### config.mk
export PLATFORM = sky130hd
export DESIGN_NAME = edge_timed_barcode_decoder_unit
export DESIGN_NICKNAME = d
export VERILOG_FILES = /design/src/hdl/etbd_pkg.sv /design/src/hdl/etbd_div.sv /design/src/hdl/edge_timed_barcode_decoder_unit.sv
export SDC_FILE = /design/constraint.sdc
export NUM_CORES = 1
export LEC_CHECK = 0
export BUFFER_PORTS_ARGS = -buffer_cell sky130_fd_sc_hd__buf_4
export CORE_AREA = 2 2 178 180
export DETAILED_ROUTE_END_ITERATION = 6
export DIE_AREA = 0 0 180 182
export GPL_TIMING_DRIVEN = 1
export PLACE_DENSITY_LB_ADDON = 0.12
export SYNTH_ARGS = -nofsm -noshare
export SYNTH_HDL_FRONTEND = slang
export SYNTH_HIERARCHICAL = 1
export SYNTH_SLANG_ARGS = --single-unit
### constraint.sdc
create_clock -name clk_i -period 8.5 [get_ports clk_i]
set_input_delay 1.7 -clock clk_i [delete_from_list [all_inputs] [get_ports clk_i]]
set_output_delay 1.7 -clock clk_i [all_outputs]
set_load 0.005 [all_outputs]
### src/hdl/etbd_pkg.sv
// ----------------------------------------------------------------------------
// etbd_pkg: shared types and constants of the edge-timed barcode decoder
// Status codes, configuration indexes, result record and serial widths.
// ----------------------------------------------------------------------------
package etbd_pkg;

  // timestamp and duration width
  localparam int unsigned TS_W = 32;
  // bit-serial step counter width (one timestamp bit per cycle)
  localparam int unsigned SER_CNT_W = $clog2(TS_W);
  // configuration register width and index width
  localparam int unsigned CFG_W = 16;
  localparam int unsigned CFG_IDX_W = 1;
  // decoded code width on the result channel
  localparam int unsigned CODE_W = 8;
  // velocity scale applied to bit_length
  localparam logic [TS_W-1:0] VEL_SCALE = 32'd1000;

  // configuration register indexes
  typedef enum logic [CFG_IDX_W-1:0] {
    CFG_BIT_LENGTH      = 1'b0,
    CFG_READING_TIMEOUT = 1'b1
  } cfg_idx_e;

  // result status codes
  typedef enum logic [2:0] {
    ST_NONE     = 3'd0,
    ST_PROGRESS = 3'd1,
    ST_SUCCESS  = 3'd2,
    ST_MISMATCH = 3'd3,
    ST_TIMEOUT  = 3'd4
  } status_e;

  // sequencer states
  typedef enum logic [2:0] {
    S_IDLE,
    S_EDGE,
    S_POLL,
    S_DIV,
    S_RESP
  } state_e;

  // one result record
  typedef struct packed {
    status_e             status;
    logic [CODE_W-1:0]   code;
    logic [TS_W-1:0]     vel;
  } resp_t;

endpackage

### src/hdl/etbd_div.sv
// ----------------------------------------------------------------------------
// etbd_div: bit-serial restoring divider
// Produces one quotient bit per cycle.
// ----------------------------------------------------------------------------
module etbd_div (
  input  logic                     clk_i,
  input  logic                     rst_ni,
  input  logic                     start_i,
  input  logic [etbd_pkg::TS_W-1:0] dividend_i,
  input  logic [etbd_pkg::TS_W-1:0] divisor_i,
  output logic                     done_o,
  output logic [etbd_pkg::TS_W-1:0] quotient_o
);
  import etbd_pkg::*;

  logic                 busy_q, busy_d;
  logic                 done_q, done_d;
  logic [SER_CNT_W-1:0] cnt_q, cnt_d;
  logic [TS_W-1:0]      rem_q, rem_d;
  logic [TS_W-1:0]      quo_q, quo_d;
  logic [TS_W-1:0]      dvs_q, dvs_d;
  logic [TS_W:0]        trial;

  // shift in the next dividend bit and try to subtract the divisor
  assign trial = {rem_q, quo_q[TS_W-1]} - {1'b0, dvs_q};

  // one restoring step per cycle
  always_comb begin
    busy_d = busy_q;
    done_d = 1'b0;
    cnt_d  = cnt_q;
    rem_d  = rem_q;
    quo_d  = quo_q;
    dvs_d  = dvs_q;
    if (start_i) begin
      busy_d = 1'b1;
      cnt_d  = '0;
      rem_d  = '0;
      quo_d  = dividend_i;
      dvs_d  = divisor_i;
    end else if (busy_q) begin
      if (trial[TS_W]) begin
        rem_d = {rem_q[TS_W-2:0], quo_q[TS_W-1]};
        quo_d = {quo_q[TS_W-2:0], 1'b0};
      end else begin
        rem_d = trial[TS_W-1:0];
        quo_d = {quo_q[TS_W-2:0], 1'b1};
      end
      cnt_d = cnt_q + SER_CNT_W'(1);
      if (cnt_q == SER_CNT_W'(TS_W - 1)) begin
        busy_d = 1'b0;
        done_d = 1'b1;
      end
    end
  end

  // control registers
  always_ff @(posedge clk_i or negedge rst_ni) begin
    if (!rst_ni) begin
      busy_q <= 1'b0;
      done_q <= 1'b0;
      cnt_q  <= '0;
    end else begin
      busy_q <= busy_d;
      done_q <= done_d;
      cnt_q  <= cnt_d;
    end
  end

  // operand registers
  always_ff @(posedge clk_i) begin
    rem_q <= rem_d;
    quo_q <= quo_d;
    dvs_q <= dvs_d;
  end

  assign done_o     = done_q;
  assign quotient_o = quo_q;

endmodule

### src/hdl/edge_timed_barcode_decoder_unit.sv
// ----------------------------------------------------------------------------
// edge_timed_barcode_decoder_unit: edge-timed barcode decoder
// Times sensor edges bit-serially, decodes the bar code and reports status.
// ----------------------------------------------------------------------------
// Usage:
//   s_axis carries edges (tuser 0) and polls (tuser 1); tdata holds the pin
//   level and the 32-bit microsecond timestamp. An edge produces no result,
//   a poll produces exactly one result on m_axis (status in tuser, code and
//   velocity in tdata).
//   An edge that stores a duration occupies the unit while the timestamp
//   difference, the white/black compare and the bit period are worked out
//   one bit per cycle; other edges need no serial pass.
//   A poll reporting mismatch, no code or success with a zero period goes
//   via the S_RESP state to the output register; a timeout check first runs
//   the serial elapsed-time compare and a success first runs the 32-step
//   serial divider for the velocity.
//   The result sits in an output register, so the next item is taken while
//   it waits; a poll finishing while that register is still full holds until
//   the receiver takes the previous result.
//   Reset clears the counters, the pending error and both configuration
//   registers; the unit is ready right after reset.
//   Configuration writes are taken in any cycle on the write port.
// ----------------------------------------------------------------------------
module edge_timed_barcode_decoder_unit #(
  parameter int unsigned CODE_BITS = 8
) (
  input  logic                          clk_i,
  input  logic                          rst_ni,
  // configuration write port
  input  logic                          cfg_we_i,
  input  logic [etbd_pkg::CFG_IDX_W-1:0] cfg_idx_i,
  input  logic [etbd_pkg::CFG_W-1:0]    cfg_data_i,
  // input items
  input  logic                          s_axis_tvalid_i,
  output logic                          s_axis_tready_o,
  input  logic [39:0]                   s_axis_tdata_i,  // pin_level, timestamp, zero pad
  input  logic [0:0]                    s_axis_tuser_i,  // func
  // result items
  output logic                          m_axis_tvalid_o,
  input  logic                          m_axis_tready_i,
  output logic [39:0]                   m_axis_tdata_o,  // code_value, velocity
  output logic [2:0]                    m_axis_tuser_o   // status
);
  import etbd_pkg::*;

  localparam int unsigned FULL_EDGES = 2 * CODE_BITS + 2;
  localparam int unsigned CNT_W      = $clog2(FULL_EDGES + 1);
  localparam int unsigned IDX_W      = $clog2(CODE_BITS + 1);

  // configuration registers
  logic [CFG_W-1:0] bit_length_q, reading_timeout_q;

  // read state
  logic [CNT_W-1:0]     edge_count_q, edge_count_d;
  logic [IDX_W-1:0]     bit_index_q, bit_index_d;
  logic [TS_W-1:0]      last_q, last_d;
  logic                 err_q, err_d;
  logic [TS_W-1:0]      white_q, white_d;
  logic [TS_W-1:0]      period_q, period_d;
  logic [CODE_BITS-1:0] code_q, code_d;

  // serial datapath
  logic [TS_W-1:0]      ts_sr_q, ts_sr_d;
  logic [CFG_W-1:0]     tmo_sr_q, tmo_sr_d;
  logic [SER_CNT_W-1:0] cyc_q, cyc_d;
  logic                 brw_q, brw_d;
  logic                 cry_q, cry_d;
  logic                 gt_q, gt_d;
  logic                 rising_q, rising_d;

  // sequencer and result staging
  state_e state_q, state_d;
  resp_t  resp_q, resp_d;
  resp_t  out_q;
  logic   out_valid_q;

  // item decode
  logic             in_acc, is_poll, pin;
  logic [TS_W-1:0]  ts_in;
  logic [CNT_W-1:0] cnt_inc;
  logic             phase_ok, edge_full, period_zero;
  logic             start_edge_ser, start_poll_ser, start_div, resp_direct;

  // sequencer outputs
  logic ready, ser_en, ser_last, resp_wr;

  // serial bit signals
  logic ser_a, ser_b, ser_diff, ser_w, ser_sum, gt_nxt;

  // divider link
  logic            div_done;
  logic [TS_W-1:0] div_quo;

  // ---------------------------------------------------------------- decode
  assign pin         = s_axis_tdata_i[0];
  assign ts_in       = s_axis_tdata_i[TS_W:1];
  assign is_poll     = s_axis_tuser_i[0];
  assign in_acc      = s_axis_tvalid_i & ready;
  assign cnt_inc     = edge_count_q + CNT_W'(1);
  assign phase_ok    = (pin == cnt_inc[0]);
  assign edge_full   = (edge_count_q >= CNT_W'(FULL_EDGES));
  assign period_zero = (period_q == '0);

  assign start_edge_ser = in_acc & ~is_poll & ~edge_full & phase_ok &
                          (cnt_inc != CNT_W'(1)) & (cnt_inc != CNT_W'(FULL_EDGES));
  assign start_poll_ser = in_acc & is_poll & ~err_q & ~edge_full &
                          (edge_count_q != '0);
  assign start_div      = in_acc & is_poll & ~err_q & edge_full & ~period_zero;
  assign resp_direct    = in_acc & is_poll & ~start_poll_ser & ~start_div;

  // ---------------------------------------------------------------- serial bit
  // lsb-first subtract now - last, plus add/compare against white or timeout
  assign ser_a    = ts_sr_q[0];
  assign ser_b    = last_q[0];
  assign ser_diff = ser_a ^ ser_b ^ brw_q;
  assign ser_w    = white_q[0];
  assign ser_sum  = ser_w ^ ser_diff ^ cry_q;
  assign ser_last = ser_en & (cyc_q == SER_CNT_W'(TS_W - 1));

  always_comb begin
    gt_nxt = gt_q;
    if (state_q == S_POLL) begin
      if (ser_diff != tmo_sr_q[0]) begin
        gt_nxt = ser_diff;
      end
    end else if (ser_w != ser_diff) begin
      gt_nxt = ser_w;
    end
  end

  // ---------------------------------------------------------------- next state
  always_comb begin
    state_d = state_q;
    unique case (state_q)
      S_IDLE: begin
        if (start_edge_ser) begin
          state_d = S_EDGE;
        end else if (start_poll_ser) begin
          state_d = S_POLL;
        end else if (start_div) begin
          state_d = S_DIV;
        end else if (resp_direct) begin
          state_d = S_RESP;
        end
      end
      S_EDGE: begin
        if (ser_last) state_d = S_IDLE;
      end
      S_POLL: begin
        if (ser_last) state_d = S_RESP;
      end
      S_DIV: begin
        if (div_done) state_d = S_RESP;
      end
      S_RESP: begin
        if (resp_wr) state_d = S_IDLE;
      end
      default: state_d = S_IDLE;
    endcase
  end

  // ---------------------------------------------------------------- sequencer outputs
  always_comb begin
    ready   = 1'b0;
    ser_en  = 1'b0;
    resp_wr = 1'b0;
    unique case (state_q)
      S_IDLE:         ready   = 1'b1;
      S_EDGE, S_POLL: ser_en  = 1'b1;
      S_RESP:         resp_wr = ~out_valid_q | m_axis_tready_i;
      default: ;
    endcase
  end

  // ---------------------------------------------------------------- datapath
  always_comb begin
    edge_count_d = edge_count_q;
    bit_index_d  = bit_index_q;
    last_d       = last_q;
    err_d        = err_q;
    white_d      = white_q;
    period_d     = period_q;
    code_d       = code_q;
    ts_sr_d      = ts_sr_q;
    tmo_sr_d     = tmo_sr_q;
    cyc_d        = cyc_q;
    brw_d        = brw_q;
    cry_d        = cry_q;
    gt_d         = gt_q;
    rising_d     = rising_q;
    resp_d       = resp_q;

    // accepted edge
    if (in_acc && !is_poll && !edge_full) begin
      if (!phase_ok) begin
        edge_count_d = '0;
        bit_index_d  = '0;
        err_d        = 1'b1;
      end else begin
        edge_count_d = cnt_inc;
        if (cnt_inc == CNT_W'(1)) begin
          last_d = ts_in;
        end
      end
    end

    // load the serial unit for a timed edge
    if (start_edge_ser) begin
      ts_sr_d  = ts_in;
      rising_d = pin;
      cyc_d    = '0;
      brw_d    = 1'b0;
      cry_d    = 1'b0;
      gt_d     = 1'b0;
    end

    // accepted poll
    if (in_acc && is_poll) begin
      resp_d.code = '0;
      resp_d.vel  = '0;
      if (err_q) begin
        edge_count_d  = '0;
        bit_index_d   = '0;
        err_d         = 1'b0;
        resp_d.status = ST_MISMATCH;
      end else if (edge_full) begin
        edge_count_d  = '0;
        bit_index_d   = '0;
        resp_d.status = ST_SUCCESS;
        resp_d.code   = CODE_W'(code_q);
        if (period_zero) begin
          resp_d.vel = '1;
        end
      end else if (edge_count_q == '0) begin
        resp_d.status = ST_NONE;
      end else begin
        ts_sr_d  = ts_in;
        tmo_sr_d = reading_timeout_q;
        cyc_d    = '0;
        brw_d    = 1'b0;
        gt_d     = 1'b0;
      end
    end

    // one bit of the serial subtract per cycle
    if (ser_en) begin
      brw_d   = (~ser_a & ser_b) | (~(ser_a ^ ser_b) & brw_q);
      ts_sr_d = {1'b0, ts_sr_q[TS_W-1:1]};
      cyc_d   = cyc_q + SER_CNT_W'(1);
      gt_d    = gt_nxt;
      if (state_q == S_EDGE) begin
        last_d = {ser_a, last_q[TS_W-1:1]};
        if (rising_q) begin
          // black duration: compare with white and sum the bit period
          white_d  = {ser_w, white_q[TS_W-1:1]};
          period_d = {ser_sum, period_q[TS_W-1:1]};
          cry_d    = (ser_w & ser_diff) | ((ser_w ^ ser_diff) & cry_q);
        end else begin
          white_d = {ser_diff, white_q[TS_W-1:1]};
        end
      end else begin
        last_d   = {ser_b, last_q[TS_W-1:1]};
        tmo_sr_d = {1'b0, tmo_sr_q[CFG_W-1:1]};
      end
    end

    // end of a serial pass
    if (ser_last) begin
      if (state_q == S_EDGE) begin
        if (rising_q) begin
          for (int i = 0; i < CODE_BITS; i++) begin
            if (IDX_W'(CODE_BITS - 1 - i) == bit_index_q) begin
              code_d[i] = gt_nxt;
            end
          end
          bit_index_d = bit_index_q + IDX_W'(1);
        end
      end else if (gt_nxt) begin
        edge_count_d  = '0;
        bit_index_d   = '0;
        resp_d.status = ST_TIMEOUT;
      end else begin
        resp_d.status = ST_PROGRESS;
      end
    end

    // velocity from the divider
    if (div_done) begin
      resp_d.vel = div_quo;
    end
  end

  // ---------------------------------------------------------------- divider
  etbd_div u_div (
    .clk_i      (clk_i),
    .rst_ni     (rst_ni),
    .start_i    (start_div),
    .dividend_i (TS_W'(bit_length_q) * VEL_SCALE),
    .divisor_i  (period_q),
    .done_o     (div_done),
    .quotient_o (div_quo)
  );

  // ---------------------------------------------------------------- config registers
  always_ff @(posedge clk_i or negedge rst_ni) begin
    if (!rst_ni) begin
      bit_length_q      <= '0;
      reading_timeout_q <= '0;
    end else if (cfg_we_i) begin
      unique case (cfg_idx_i)
        CFG_BIT_LENGTH:      bit_length_q      <= cfg_data_i;
        CFG_READING_TIMEOUT: reading_timeout_q <= cfg_data_i;
        default: ;
      endcase
    end
  end

  // ---------------------------------------------------------------- control registers
  always_ff @(posedge clk_i or negedge rst_ni) begin
    if (!rst_ni) begin
      state_q      <= S_IDLE;
      edge_count_q <= '0;
      bit_index_q  <= '0;
      last_q       <= '0;
      err_q        <= 1'b0;
      cyc_q        <= '0;
      out_valid_q  <= 1'b0;
    end else begin
      state_q      <= state_d;
      edge_count_q <= edge_count_d;
      bit_index_q  <= bit_index_d;
      last_q       <= last_d;
      err_q        <= err_d;
      cyc_q        <= cyc_d;
      if (resp_wr) begin
        out_valid_q <= 1'b1;
      end else if (m_axis_tready_i) begin
        out_valid_q <= 1'b0;
      end
    end
  end

  // ---------------------------------------------------------------- payload registers
  always_ff @(posedge clk_i) begin
    white_q  <= white_d;
    period_q <= period_d;
    code_q   <= code_d;
    ts_sr_q  <= ts_sr_d;
    tmo_sr_q <= tmo_sr_d;
    brw_q    <= brw_d;
    cry_q    <= cry_d;
    gt_q     <= gt_d;
    rising_q <= rising_d;
    resp_q   <= resp_d;
    if (resp_wr) begin
      out_q <= resp_q;
    end
  end

  // ---------------------------------------------------------------- ports
  assign s_axis_tready_o = ready;
  assign m_axis_tvalid_o = out_valid_q;
  assign m_axis_tdata_o  = {out_q.vel, out_q.code};
  assign m_axis_tuser_o  = out_q.status;

endmodule
# Word level (Yosys, flattened, before mapping)
# Index checks and enable logic that the tools add are counted.
# totals
regBits,396
word_cells,239
output_inout_bits,45
# classes
addsub,5
bitwise_logic,36
n_reduce_logical,32
magnitude_cmp,1
n_eq_ne,24
mux,101
multipliers,1
# op_table
operator,n
32-bit 2-to-1 mux,14
16-bit 2-to-1 mux,6
40-bit 2-to-1 mux,2
5-bit 2-to-1 mux,16
26-bit 2-to-1 mux,2
43-bit 2-to-1 mux,1
3-bit 2-to-1 mux,14
4-bit 2-to-1 mux,9
1-bit 2-to-1 mux,35
33-bit by 32-bit subtractor with 33-bit output,1
32-bit logical NOT,1
4-bit AND reduction,8
31-bit 2-to-1 mux,1
"16-bit by 7-bit multiplier with 23-bit output, second input constant",1
1-bit AND,19
"3-bit by 4-bit == test with 1-bit output, first input constant",4
"5-bit by 1-bit adder with 5-bit output, second input constant",3
3-bit one-hot mux with 5 select lines,1
2-bit nonzero test,6
"5-bit == test, second input constant",2
"5-bit inequality test, second input constant",2
1-bit NOT,10
"2-bit by 4-bit == test with 1-bit output, first input constant",2
"3-bit by 2-bit == test with 1-bit output, second input constant",2
other kinds (23),38

# Logic depth before layout (Yosys ltp)
# Gate-level depths: netlist of run 1.
# depth
ltp_word,15
mapped_depth,17

# By module
# Netlist of run 1, hierarchy kept.
# modules_own_cells
module,seq_area_each_um2,cells_each,instances,area_per_inst_um2
edge_timed_barcode_decoder_unit,7842.5,1131,1,14121.0
etbd_div,2737.6,577,1,5987.0

# Least setup slack after synthesis of run 1
# OpenSTA, ideal clock, no wires.
# synth_timing
kind,input to register
from,in s_axis_tvalid_i
to,"reg u_div.quo_q[0] (netlist: u_div/quotient_o[0]), enable pin"
setup_slack_ns,1.979
arrival_time_ns,6.147
required_ns,8.125
path_buffers,2
cell_stages,6
setup_time_ns,0.375
cell_sequence,nor4b_1 nand2_1 a211oi_1 clkbuf_1 clkbuf_1 or2_2
# synth_between
elab_chain_cells,5
# synth_rtl
element,line_no,source
"start, declared",edge_timed_barcode_decoder_unit.sv:34,"input logic s_axis_tvalid_i,"
1-bit AND,edge_timed_barcode_decoder_unit.sv:98,assign in_acc = s_axis_tvalid_i & ready;
1-bit AND (4 in a row),edge_timed_barcode_decoder_unit.sv:108,assign start_div = in_acc & is_poll & ~err_q & edge_full & ~period_zero;
net start_div,edge_timed_barcode_decoder_unit.sv:82,"logic start_edge_ser, start_poll_ser, start_div, resp_direct;"
"end signal, assigned",etbd_div.sv:73,quo_q <= quo_d;
"end, declared",etbd_div.sv:20,"logic [TS_W-1:0] quo_q, quo_d;"
# The timed path passes the listed nets, and every way through them passes these cells.
# A chain may end at the register's enable or synchronous reset.

# Worst setup path in the final report of run 1
# layout_timing
from,reg bit_length_q[7]
to,"reg u_div.quo_q[25] (netlist: u_div/quotient_o[25]), data pin"
# layout_between
elab_chain_cells,2
# layout_rtl
element,line_no,source
"start, declared",edge_timed_barcode_decoder_unit.sv:51,"logic [CFG_W-1:0] bit_length_q, reading_timeout_q;"
"start signal, assigned",edge_timed_barcode_decoder_unit.sv:311,CFG_BIT_LENGTH: bit_length_q <= cfg_data_i;
16-bit by 7-bit multiplier with 23-bit output,edge_timed_barcode_decoder_unit.sv:298,".dividend_i (TS_W'(bit_length_q) * VEL_SCALE),"
26-bit 2-to-1 mux,etbd_div.sv:35,if (start_i) begin
net u_div.quo_d[25],etbd_div.sv:20,
# The timed path passes the listed nets, and every way through them passes these cells.

==> results of run 1 <==
-- final cells by class --
class,instances,area [sq um],share of cell area [%]
Inverter,139,527,2.33
Tap cell,402,503,2.23
Sequential cell,396,10600,46.8
Timing Repair Buffer,114,856,3.79
Multi-Input combinational cell,1103,8670,38.4
Clock inverter,27,387,1.71
Clock buffer,47,1070,4.73
-- state kept, by name, summed over array words and instances (netlist names), 8 cells and up --
| register | cells |
|---|---|
| resp_q | 43 |
| m_axis_tdata_o | 40 |
| last_q | 32 |
| period_q | 32 |
| ts_sr_q | 32 |
| u_div/dvs_q | 32 |
| u_div/quotient_o | 32 |
| u_div/rem_q | 32 |
| white_q | 32 |
| bit_length_q | 16 |
| reading_timeout_q | 16 |
| tmo_sr_q | 16 |
| code_q | 8 |
-- worst register-to-register path, stage by stage (launching register included) --
cell and delay, ns:
dfrtp_1 0.40, inv_1 0.26, fa_1 0.50, fa_1 0.54
fa_1 0.44, fa_1 0.51, inv_1 0.04, ha_1 0.37
and4_1 0.24, a21o_1 0.19, or2_2 0.29, nor3_1 0.24
or3_1 0.15, o211ai_1 0.17, mux2_2 0.34
-- cells by family after synthesis --
family / after synthesis
DFF: 396
xor gates and xnor gates: 53
muxes: 104
buffers and inverters: 217
AOI/OAI and AO/OA: 342
adders and majority gates: 158
other: 1
and+or+nand+nor: 437
-- layout by cell type, fill, tap and decap left out, types with 36 or more instances in the layout --
cell type  count
a21o_1        49
clkbuf_16     41
a21oi_1       55
inv_1        137
buf_4        114
nor2_1        78
mux2_2        50
dfrtp_1       89
dfxtp_1       86
nand2_1      181
edfxtp_1     220
o21ai_0       69
ha_1         100
and2_1        36
fa_1          57
mux2i_1       54
-- power by group through the flow --
stage          clock network [mW]  logic (mW)  registers [mW]
6_report                     1.90        4.86            3.14
5_1_grt                      2.01        5.48            3.21
4_1_cts                      1.93        4.87            3.14
3_5_place_dp                    0        4.83            3.17
3_3_place_gp                    0        4.68            3.15
2_1_floorplan                   0        3.99            3.03
-- cells in the mapped netlist, types with 12 or more instances --
cell and number:
nor3_1 18, and3_1 27, clkbuf_1 45, a311oi_2 18
xor2_1 27, edfxtp_1 220, mux2i_1 54, nor4_1 12
dfxtp_1 86, o21ai_1 31, buf_2 14, xnor2_1 24
a221o_1 32, dfrtp_1 90, fa_1 57, a21oi_1 55
buf_6 12, nand3_1 14, inv_1 137, mux2_2 50
nand2b_1 13, a21o_1 49, ha_1 100, and2_1 36
nor2_1 80, o21ai_0 69, nand2_1 181
-- per-layer routing --
layer / global-route usage (%) / vias up
met5: 0 / -
met4: 5.76 / 0
met3: 3.83 / 52
met2: 37.3 / 296
met1: 34.0 / 6237
li1: - / 6266
-- final timing paths --
kind / startpoint / end / slack [ns] / cells after the start
worst min-delay path: resp_q[21] / m_axis_tdata_o[29] / 0.42 / 0
max in group asynchronous: rst_ni / last_q[17] / 6.24 / 2
worst max-delay path: bit_length_q[7] / u_div/quotient_o[25] / 3.57 / 14
worst min register to register: resp_q[21] / m_axis_tdata_o[29] / 0.42 / 0
worst max register to register: bit_length_q[7] / u_div/quotient_o[25] / 3.57 / 14
min in group asynchronous: rst_ni / err_q / 1.06 / 1
-- metrics by stage --
stage               utilization (%)  power [mW]  cell area (sq um)
finish                         72.9        9.91              22600
floorplan                         -        7.02              20100
global placement               68.2        7.83              21100
CTS                            72.9        9.94              22600
detailed placement             68.2        7.99              21100
global route                   72.9        10.7              22600
==> out/qor.yml, run 1 <==
area_growth_pct: 12.3
startpoint_type: "flip-flop"
core_sq_um: 31000
synth-seq-cells: 396
cts_root_buf: "clkbuf_16"
fin_tns_setup_ns: 0
leakage_nw: 9.89
yosysSeqAreaShare_pct: 52.6
hpwl_microns: 25600
synthFlopType: "edfxtp_1"
synth_area_leaders: "edfxtp_1, dfrtp_1, dfxtp_1"
maxSlewViolCount: 0
status: "completed"
worst_path_largest_cell_delay_ns: 0.54
place_congestion: 0.871
synth.top_cell.area_share_pct: 32.9
synth-xor-area-share_pct: 2.44
yosys.area.top_type: "edfxtp_1"
post_cts_buffers: 0
diodes: 0
drtIter0Drc: 1020
p_clk_share_pct: 19.2
crit_chain: "inv_1, fa_1, fa_1, fa_1, fa_1, inv_1, ha_1, and4_1, a21o_1, or2_2, nor3_1, or3_1, o211ai_1, mux2_2"
ant_nets: 0
synth-simple-area-share_pct: 10.5
relSlewSlack_pct: 25.3
crit_type: "flip-flop to flip-flop"
track_usage_pct: 23.4
finalSetupViolations: 0
met3RoutedLength_microns: 1960
cts_buffers: 41
topRoutingLayerUsed: "met4"
synth.avg_cell_area_sq_um: 11.8
cts_hold_buf: 0
clock-skew-final_ns: 0.0248
first_pass_iters: 5
p_seq_share_pct: 31.7
grt-ovfl-total: 0
hold_path.class: "flip-flop to flip-flop"
cap_violations: 0
viasPerCell: 5.77
fin_cells: 2228
synthArstFlopShare_pct: 22.7
finalCriticalPeriod_ns: 4.93
wirelength_microns: 37700
io_pins: 108
finalWorstSetupSlack_ns: 3.57
die_area_sq_um: 32800
start_util_pct: 64.9
drive_above_1_share_pct: 15.4
grt_first_pass_wirelength_microns: 63300
power_per_cell_area_nw_per_um2: 439
cts_sinks: 396
dp_slack_ns: 3.59
grt_max_degree: 81
crit_path_frequent_cell: "fa_1"
synth_top_family_by_area: "compound AO/OA/AOI/OAI gates"
fp.dieH_microns: 182
route.met2.wl_microns: 17500
antenna_found_initial: 0
rsz0062_at_grt: "no"
critPathTopFamily: "adder cells"
timing.final.crit_share_pct: 58.0
synth.distinct_cells: 81
worstPathRequired_ns: 8.80
whs_ns: 0.417
end_kind: "flip-flop"
cts_tree: "yes"
hold_viol: 0
io_buffers: 100
synth_area_sq_um: 20100
arrival_ns: 5.23
fillers: 2116
cts_resized: 0
dp.cells: 2154
clk_latency_ns: 0.56
grt_pass1_vias: 12700
switching_share_pct: 39.3
combPwrFrac_pct: 49.1
p_int_mw: 6.02
synthCells: 1708
cp_slowest_cell: "fa_1"
vias: 12900
cts.clk_slew.worst_paths_ns: 0.06
rows: 65
power.switching_mw: 3.89
max_freq_mhz: 203
vdd_drop_max_uv: 253
synth.mux.area_fraction_pct: 5.49
nNetsFinal: 2015
yosysWarningCount: 6
clk_path_buf_depth: 3
critPathBufInv: 2
wl_met1_microns: 17600
die_w_microns: 180
wl_per_cell_microns: 16.9
cp_max_fo: 7
drcViolationCount: 0
worstMarginPinSlew_ns: 1.12
synth_compound_gate_area_share_pct: 12.3
synth-adder-area-share_pct: 11.9
synth_edf_count: 220
cts_max_level: 2
Note: power is estimated with default switching activity, not from simulation.
==> run 2, diff against run 1 <==
--- a/config.mk
+++ b/config.mk
@@ -5,10 +5,11 @@
 export SDC_FILE = /design/constraint.sdc
 export NUM_CORES = 1
 export LEC_CHECK = 0
+export ABC_AREA = 1
 export BUFFER_PORTS_ARGS = -buffer_cell sky130_fd_sc_hd__buf_4
-export CORE_AREA = 2 2 178 180
+export CORE_AREA = 2 2 198 200
 export DETAILED_ROUTE_END_ITERATION = 6
-export DIE_AREA = 0 0 180 182
+export DIE_AREA = 0 0 200 202
 export GPL_TIMING_DRIVEN = 1
 export PLACE_DENSITY_LB_ADDON = 0.12
 export SYNTH_ARGS = -nofsm -noshare
==> constraint.sdc (replaced) <==
create_clock -name clk_i -period 4.3 [get_ports clk_i]
set_input_delay 0.86 -clock clk_i [delete_from_list [all_inputs] [get_ports clk_i]]
set_output_delay 0.86 -clock clk_i [all_outputs]
set_load 0.005 [all_outputs]
==> out/qor.yml, run 2 <==
leakage_nw: 11.6
vias: 15600
relSlewSlack_pct: 33.3
wirelength_microns: 43600
regMostFlops: "resp_q"
finalSetupViolations: 0
area_growth_pct: 14.8
synthCells: 2443
start_util_pct: 55.3
clock-skew-final_ns: 0.0210
cts_root_buf: "clkbuf_16"
crit_chain: "fa_1, fa_1, inv_1, fa_1, fa_1, inv_1, ha_2, a21oi_2, nand2_1, buf_4, a21o_1, nand4_1, nand2_1, xor2_1, nand2_1, nand2_1"
cap_violations: 0
hold_viol: 0
grt-ovfl-total: 0
cp_max_fo: 5
synth.avg_cell_area_sq_um: 8.66
whs_ns: 0.387
cts.clk_slew.worst_paths_ns: 0.06
fin_util_pct: 63.5
grt_max_degree: 70
viasPerCell: 4.97
synth.top_cell.area_share_pct: 31.2
worstPathRequired_ns: 4.61
crit_type: "flip-flop to flip-flop"
rsz0062_at_grt: "no"
hpwl_microns: 32000
first_pass_iters: 7
grt_pass1_vias: 15300
layout_commonest_cell: "nand2_1"
rows: 72
core_sq_um: 38300
fin_cells: 3148
maxSlewViolCount: 0
diodes: 0
synth_area_sq_um: 21200
startpoint_type: "flip-flop"
hold_path.class: "input port to async pin"
clk_latency_ns: 0.56
final_cell_mix: "nand2_1, inv_1, edfxtp_1, buf_4, nor2_1"
drive_above_1_share_pct: 12.0
clk_path_buf_depth: 3
worst_path_largest_cell_delay_ns: 0.53
synthArstFlopShare_pct: 22.7
grt_first_pass_wirelength_microns: 73400
cts_max_level: 2
arrival_ns: 4.44
synth_common_cells: "nand2_1, inv_1, edfxtp_1, nor2_1, nand3_1"
p_total_mw: 16.7
yosysMostFrequentCell: "nand2_1"
cts_sinks: 396
yosysSeqAreaShare_pct: 50.0
synth-seq-cells: 396
synth_edf_count: 220
die_area_sq_um: 40400
drtIter0Drc: 891
die_w_microns: 200
ant_nets: 0
largest_reg_flops: 43
yosysWarningCount: 6
synth.distinct_cells: 50
fin_tns_setup_ns: 0
power_per_cell_area_nw_per_um2: 687
status: "completed"
track_usage_pct: 22.4
drcViolationCount: 0
worstMarginPinSlew_ns: 0.999
fp.dieH_microns: 202
max_freq_mhz: 242
io_pins: 108
cts_tree: "yes"
wl_per_cell_microns: 13.9
end_kind: "flip-flop"
timing.final.crit_share_pct: 96.2
yosys.area.top_type: "edfxtp_1"
place_congestion: 0.910
synthFlopType: "edfxtp_1"
vdd_drop_max_uv: 516
io_buffers: 100
antenna_found_initial: 0
cp_slowest_cell: "fa_1"
synth_area_leaders: "edfxtp_1, nand2_1, dfrtp_1"
nNetsFinal: 2817
dp.cells: 3070
cts_buffers: 42
finalCriticalPeriod_ns: 4.14
==> run 2: metal layers <==
metal	GRT usage, %	part of all wire, %
met5	0	0
met4	6.03	2.2
met3	3.59	3.4
met1	30.3	46
met2	37.6	48
==> run 2: what timing repair did <==
item	in CTS	in global routing
pin swaps	0	10
endpoints found under the setup margin	1	10
gates resized for setup	1	48
hold buffers	0	0
buffers inserted	0	1
==> run 2: stage by stage <==
| stage | instance area, sq um | worst slack, ns |
|---|---|---|
| after detailed placement | 22700 | 0.0241 |
| final | 24300 | 0.162 |
| after global routing | 24300 | 0.00421 |
| after global placement | 22700 | 0.0558 |
| after CTS | 24100 | 0.0142 |
| after floorplan | 21200 | 0.175 |
==> run 2: path summary, 6_finish.rpt <==
check / from / cells after the start / to / slack [ns]
worst max-delay path: bit_length_q[1] / 16 / u_div/quotient_o[22] / 0.16
worst min-delay path: rst_ni / 1 / last_q[19] / 0.39
worst max register to register: bit_length_q[1] / 16 / u_div/quotient_o[22] / 0.16
worst min register to register: resp_q[10] / 0 / m_axis_tdata_o[18] / 0.41
max in group asynchronous: rst_ni / 2 / bit_length_q[12] / 2.99
min in group clk_i: resp_q[10] / 0 / m_axis_tdata_o[18] / 0.41
==> run 2: final cells by class <==
cell class              instances  area, sq um
clock buffers                  52         1130
clock inverters                25          249
fillers                      3290        14000
inverters                     385         1450
multi-input cells            1610         9020
flip-flops and latches        396        10600
well taps                     518          648
repair buffers                162         1230
==> run 2: logic make-up (layout without fill, tap and decap cells) <==
kind of cell               count (synthesis)  in the layout  share of synthesized area, %
and+or+nand+nor                         1202           1202                          23.4
buffers and inverters                    445            624                          8.48
DFF                                      396            396                          50.0
AOI/OAI and AO/OA                        205            205                          5.31
adders and majority gates                157            157                          11.3
xor gates and xnor gates                  37             37                          1.53
other                                      1              9                        0.0177
==> run 2: worst max-delay path: cells and delay by family, from the launching register on <==
kind / cells / cell delay [ns]
AOI/OAI and AO/OA: 2 / 0.35
xor gates and xnor gates: 1 / 0.14
adders and majority gates: 5 / 2.34
and+or+nand+nor: 5 / 0.37
buffers and inverters: 3 / 0.26
DFF: 1 / 0.42
==> run 2: power by group <==
part	switching (mW)	leakage [nW]	internal [mW]	total [mW]
Clock	1.49	0.684	2.12	3.61
Combinational	4.50	7.13	3.22	7.72
Sequential	0.387	3.82	4.98	5.37
Total	6.38	11.6	10.3	16.7
